--- src/rtl/gf128_keyed_multiply_macros.svh ---
// ----------------------------------------------------------------------------
// gf128_keyed_multiply assertion macros
// Concurrent check wrappers, clocked on aclk and disabled during reset.
// ----------------------------------------------------------------------------
`ifndef GF128_KEYED_MULTIPLY_MACROS_SVH
`define GF128_KEYED_MULTIPLY_MACROS_SVH

`ifndef SYNTHESIS
// same-cycle implication
`define GKM_ASSERT_IMPL(lbl, ante, cons) \
    lbl: assert property (@(posedge aclk) disable iff (!aresetn) (ante) |-> (cons)) \
        else $error("gf128 keyed multiply check failed");
// next-cycle implication
`define GKM_ASSERT_NEXT(lbl, ante, cons) \
    lbl: assert property (@(posedge aclk) disable iff (!aresetn) (ante) |=> (cons)) \
        else $error("gf128 keyed multiply check failed");
`else
`define GKM_ASSERT_IMPL(lbl, ante, cons)
`define GKM_ASSERT_NEXT(lbl, ante, cons)
`endif

`endif

--- src/rtl/gf128km_pkg.sv ---
// ----------------------------------------------------------------------------
// gf128km_pkg
// Shared types, register indexes and GF(2^128) helpers (reflected bit order).
// ----------------------------------------------------------------------------
`default_nettype none

package gf128km_pkg;

    localparam int ELEM_W      = 128;
    localparam int HALF_W      = 64;
    localparam int CFG_INDEX_W = 8;

    typedef logic [ELEM_W-1:0]      gf_elem_t;
    typedef logic [HALF_W-1:0]      gf_half_t;
    typedef logic [CFG_INDEX_W-1:0] cfg_index_t;

    localparam cfg_index_t REG_KEY_LOW  = 8'd0;
    localparam cfg_index_t REG_KEY_HIGH = 8'd1;

    // reduction byte, lands in bits 127..120 after a shift
    localparam logic [7:0] RED_BYTE = 8'hE1;

    typedef struct packed {
        logic main_valid;
        logic spare_valid;
        logic main_ready;
    } skid_status_t;

    // multiply by x: shift right, fold the dropped bit back in
    function automatic gf_elem_t times_x(input gf_elem_t v);
        gf_elem_t r;
        r = v >> 1;
        if (v[0]) begin
            r[ELEM_W-1 -: 8] = r[ELEM_W-1 -: 8] ^ RED_BYTE;
        end
        return r;
    endfunction

    function automatic gf_elem_t bit_rev(input gf_elem_t v);
        gf_elem_t r;
        for (int i = 0; i < ELEM_W; i++) begin
            r[i] = v[ELEM_W-1-i];
        end
        return r;
    endfunction

endpackage

`default_nettype wire

--- src/rtl/gf128km_skid.sv ---
// ----------------------------------------------------------------------------
// gf128km_skid
// Two-entry input buffer; registered ready, holds the operand for the multiply.
// ----------------------------------------------------------------------------
`default_nettype none

module gf128km_skid (
    input  wire logic                     aclk,
    input  wire logic                     aresetn,
    input  wire logic                     in_valid,
    output logic                          in_ready,
    input  wire gf128km_pkg::gf_elem_t    in_data,
    output logic                          out_valid,
    input  wire logic                     out_ready,
    output gf128km_pkg::gf_elem_t         out_data,
    output gf128km_pkg::skid_status_t     status
);

    logic                  main_valid_reg, main_valid_next;
    logic                  spare_valid_reg, spare_valid_next;
    gf128km_pkg::gf_elem_t main_reg, main_next;
    gf128km_pkg::gf_elem_t spare_reg, spare_next;
    logic                  accept;
    logic                  main_free;

    assign in_ready  = !spare_valid_reg;
    assign accept    = in_valid && in_ready;
    assign main_free = !main_valid_reg || out_ready;

    always_comb begin
        main_valid_next  = main_valid_reg;
        spare_valid_next = spare_valid_reg;
        main_next        = main_reg;
        spare_next       = spare_reg;
        if (main_free) begin
            if (spare_valid_reg) begin
                main_valid_next  = 1'b1;
                main_next        = spare_reg;
                spare_valid_next = 1'b0;
            end else begin
                main_valid_next = accept;
                main_next       = in_data;
            end
        end else if (accept) begin
            spare_valid_next = 1'b1;
            spare_next       = in_data;
        end
    end

    always_ff @(posedge aclk) begin
        if (!aresetn) begin
            main_valid_reg  <= 1'b0;
            spare_valid_reg <= 1'b0;
        end else begin
            main_valid_reg  <= main_valid_next;
            spare_valid_reg <= spare_valid_next;
        end
    end

    always_ff @(posedge aclk) begin
        main_reg  <= main_next;
        spare_reg <= spare_next;
    end

    assign out_valid          = main_valid_reg;
    assign out_data           = main_reg;
    assign status.main_valid  = main_valid_reg;
    assign status.spare_valid = spare_valid_reg;
    assign status.main_ready  = out_ready;

endmodule

`default_nettype wire

--- config.mk ---
export PLATFORM = sky130hd
export DESIGN_NAME = gf128km_skid
export DESIGN_NICKNAME = d
export VERILOG_FILES = /design/src/rtl/gf128_keyed_multiply_macros.svh /design/src/rtl/gf128km_pkg.sv /design/src/rtl/gf128km_skid.sv
export SDC_FILE = /design/constraint.sdc
export NUM_CORES = 1
export LEC_CHECK = 0
export ABC_AREA = 1
export ABC_CLOCK_PERIOD_IN_PS = 14600
export BUFFER_PORTS_ARGS = -buffer_cell sky130_fd_sc_hd__buf_2
export CAP_MARGIN = 40
export CORE_ASPECT_RATIO = 0.9
export CORE_MARGIN = 2
export CORE_UTILIZATION = 52
export DETAILED_ROUTE_END_ITERATION = 12
export PLACE_DENSITY = 0.86
export SKIP_LAST_GASP = 1
export SLEW_MARGIN = 20
export SYNTH_ARGS = -nofsm -noshare
export SYNTH_HDL_FRONTEND = slang
export SYNTH_SLANG_ARGS = --single-unit
--- constraint.sdc ---
create_clock -name aclk -period 14.6 [get_ports aclk]
set_clock_uncertainty 0.1 [all_clocks]
set_input_delay 2.92 -clock aclk [delete_from_list [all_inputs] [get_ports aclk]]
set_output_delay 2.92 -clock aclk [all_outputs]
set_load 0.02 [all_outputs]
* Word level (Yosys, flattened, before mapping)
Cells that the tools add are included.
Word-level totals: word-level logic and storage cells 14, register bits after elaboration 258, bits of input ports 132, output and inout bits 133
Operators by class: reduce and logical (&&, ||, !) cells 6, bitwise logic cells 2, multiplexer cells 2
Operators by type and width (number):
- 128-bit two-way mux | 1
- 1-bit zero test | 2
- 1-bit NOT | 2
- 2-bit AND reduction | 1
- 2-bit OR reduction | 1
- 1-bit logical AND | 1
- 1-bit logical OR | 1
- 1-bit two-way mux | 1

* Depth between registers and ports, before layout
word-level depth 4, mapped depth 6, gate-level depth less buffers 3

* Worst setup path before layout
Ideal clock, no wire load.
path kind input to register, start input port out_ready, end register spare_reg[0] (enable), stages 3, path slack 2306 ps, library setup time 618 ps, data arrival time 11576 ps, required time 13882 ps, path buffers 0, cell sequence inv_1 -> nand2_1 -> nor2_1
On the way: cells in the longest elaborated chain, start to end 3
Ends and longest elaborated chain:
- start, declared | RTL line gf128km_skid.sv:14 | input wire logic out_ready,
- 1-bit logical OR | RTL line gf128km_skid.sv:28 | assign main_free = !main_valid_reg || out_ready;
- named net main_free | RTL line gf128km_skid.sv:24 | logic main_free;
- 1-bit NOT (no line)
- 2-bit AND reduction (no line)
- end signal, assigned | RTL line gf128km_skid.sv:62 | spare_reg <= spare_next;
- end, declared | RTL line gf128km_skid.sv:22 | gf128km_pkg::gf_elem_t spare_reg, spare_next;
The timed path passes the listed nets, and every way through them passes these cells. A chain may end at the register's enable or synchronous reset.

* Final worst setup path
start input port out_ready, end output port status[0] in the netlist's numbering
RTL lines:
- end, declared | RTL line gf128km_skid.sv:16 | output gf128km_pkg::skid_status_t status
No word-level cell between the ends.

==> flow_metrics.tcl <==
set metrics [dict create \
    crit_family "buffers and inverters" \
    ys_ff_latch 258 \
    port_buffers 264 \
    grt_pass1_vias 5645 \
    cp_cell_sequence "buf_2 -> buf_2" \
    layout.area.seq_um2 7730 \
    status "finished clean" \
    r2r_slack_ns 11.05 \
    synthTopCellsByArea "edfxtp_1 81%, nand2_1 15%, buf_6 1.3%, buf_4 1.1%, dfxtp_1 0.42%" \
    io_pins 265 \
    cts_htree_levels 1 \
    fmax_mhz 162 \
    syn_area_um2 9470 \
    wl_um 19400 \
    ant_nets 0 \
    period_minus_slack_ns 6.19 \
    p_seq_share_pct 54.0 \
    grtUsageTotal_pct 19.4 \
    post-place-ws_ns 8.41 \
    root_buffer "clkbuf_16" \
    die_h_um 132 \
    hold_viol 0 \
    cts_tree "yes" \
    firstDrtPassIters 5 \
    synth.avg_cell_area_um2 13.8 \
    cts-resized-gates 0 \
    max_slew.worst_pin.slew_ns 0.829 \
    rows 46 \
    combPwrFrac_pct 8.6 \
    area_growth_pct 23.7 \
    clk_latency_ns 0.50 \
    fp.coreArea_um2 17700 \
    swShare_pct 22.3 \
    slowest_stage "buf_2" \
    crit_buf_inv 2 \
    place_congestion 0.821 \
    drive_above_1_share_pct 31.6 \
    synth_top_area_cell "edfxtp_1" \
    clock_path_buffers 3 \
    dieArea_um2 19300 \
    cts_buffers 26 \
    p_leak_nw 5.09 \
    arrival_ns 3.17 \
    num_vias 5921 \
    synth.most_common_cell "nand2_1" \
    p_sw_w 0.000361 \
    maxCapViolations 0 \
    max_slew_margin_pct 44.8 \
    antenna_found_initial 4 \
    ys_seq_area_share_pct 81.6 \
    setup_violations 0 \
    maxSlewViolCount 0 \
    synth_top_area_share_pct 81.2 \
    crit_type "in2out" \
    fill_cells 1275 \
    tns_ns 0 \
    cts_setup_buffers 0 \
    synth.distinct_cells 11 \
    ir_worst_vdd_mv 0.0968 \
    cp.required_ns 11.58 \
    vias_per_cell 4.90 \
    rsz0062_at_grt "false" \
    syn_nets 816 \
    syn_inst 684 \
    async_flop_share_pct 0 \
    hpwlAfterDp_um 12700 \
    wl_per_cell_um 16.1 \
    cpMostUsedCell "buf_2" \
    synthTopCellsByCount "387 x nand2_1, 256 x edfxtp_1, 14 x buf_4" \
    clock_sinks 258 \
    drc_errors 0 \
    grt_pass1_wl_um 29800 \
    start_util_pct 53.4 \
    clkPwrFrac_pct 37.4 \
    period_share_pct 42.4 \
    power_density_nw_per_um2 138 \
    synth_edf_count 256 \
    grt_max_degree 76 \
    intPower_w 0.00126 \
    clkTransAtPathRegs_ns 0.06 \
    crit_path_max_incr_delay_ns 0.15 \
    synth-warning-count 0 \
    hp-class "reg2reg" \
    nets 1083 \
    synth_flop_cell "edfxtp_1" \
    multiInputGateArea_um2 1490 \
    overflow 0 \
    cts_hold_buf 0 \
    setup_ws_ns 8.41 \
    worstSetupEndpointType "output pin" \
    cp_max_fo 2 \
    diodes 0 \
    startpoint_type "input pin" \
    drtIter0Drc 336 \
    fp.dieW_um 146 \
]
[layer usage]
metal | global-route usage, % | up-vias | wire [µm]
met4 | 5.77 | 6 | 532
met2 | 32.3 | 275 | 9480
met5 | 0 | - | 33
met3 | 6.19 | 50 | 1870
li1 | - | 2843 | -
met1 | 24.7 | 2747 | 7500
[layout by cell type, fill, tap and decap left out]
master     instances
nor2_4             1
buf_16             2
o21ai_0            1
edfxtp_1         256
nand2_1          386
clkinv_2           2
buf_4              5
dfxtp_4            1
clkbuf_1           3
clkinv_4           1
dfxtp_1            1
nor2_1             2
bufinv_16          1
clkbuf_16         27
inv_1              1
clkinv_1          11
nand3_1            1
buf_2            264
inv_4              1
nand2_4            1
[stage by stage]
| stage | std cells | area [µm²] | hold slack, ns | utilization (%) | total power [W] |
|---|---|---|---|---|---|
| after floorplan | 684 | 9470 | 0.394 | - | 0.000969 |
| after global placement | 1161 | 10900 | 0.398 | 61.4 | 0.00102 |
| after detailed placement | 1162 | 10900 | 0.401 | 61.6 | 0.00103 |
| after CTS | 1207 | 11700 | 0.412 | 66.0 | 0.00163 |
| after global routing | 1208 | 11700 | 0.433 | 66.1 | 0.00167 |
| final | 1208 | 11700 | 0.413 | 66.1 | 0.00162 |
[power by group through the flow]
stage | Combinational (W) | Clock (W) | Sequential [W]
final | 0.000138 | 0.000605 | 0.000874
after global routing | 0.000150 | 0.000645 | 0.000878
after CTS | 0.000139 | 0.000620 | 0.000875
after detailed placement | 0.000138 | 0 | 0.000890
after global placement | 0.000134 | 0 | 0.000889
after floorplan | 0.0000342 | 0 | 0.000934
[final cells by class]
class / instances / area share (%)
clock buffer: 30 / 5.86
clock inverter: 15 / 0.769
inverter: 2 / 0.0854
multi-input combinational: 392 / 12.7
sequential: 258 / 66.0
tap: 240 / 2.56
timing repair buffer: 271 / 12.1
[worst paths after layout]
| check | from | end | depth (start not counted) |
|---|---|---|---|
| setup / recovery | out_ready | status[0] | 2 |
| hold / removal | spare_reg[58] | out_data[58] | 2 |
| setup reg to reg | spare_valid_reg | spare_reg[75] | 6 |
| hold reg to reg | spare_reg[58] | out_data[58] | 2 |
[worst register-to-register path: cells and delay by family (launching register included)]
kind	cells	cell delay, ns
buffers and inverters	4	1.93
AND/OR/NAND/NOR	2	0.56
flip-flops	1	0.53
[cells by family (layout without fill, tap and decap cells)]
kind of cell    after synthesis  after routing  synth area share, %
simple gates                391            391                 15.5
buf+inv                      34            318                 2.87
flops                       258            258                 81.6
compound gates                1              1               0.0528
Note: power is estimated with default switching activity, not from simulation.
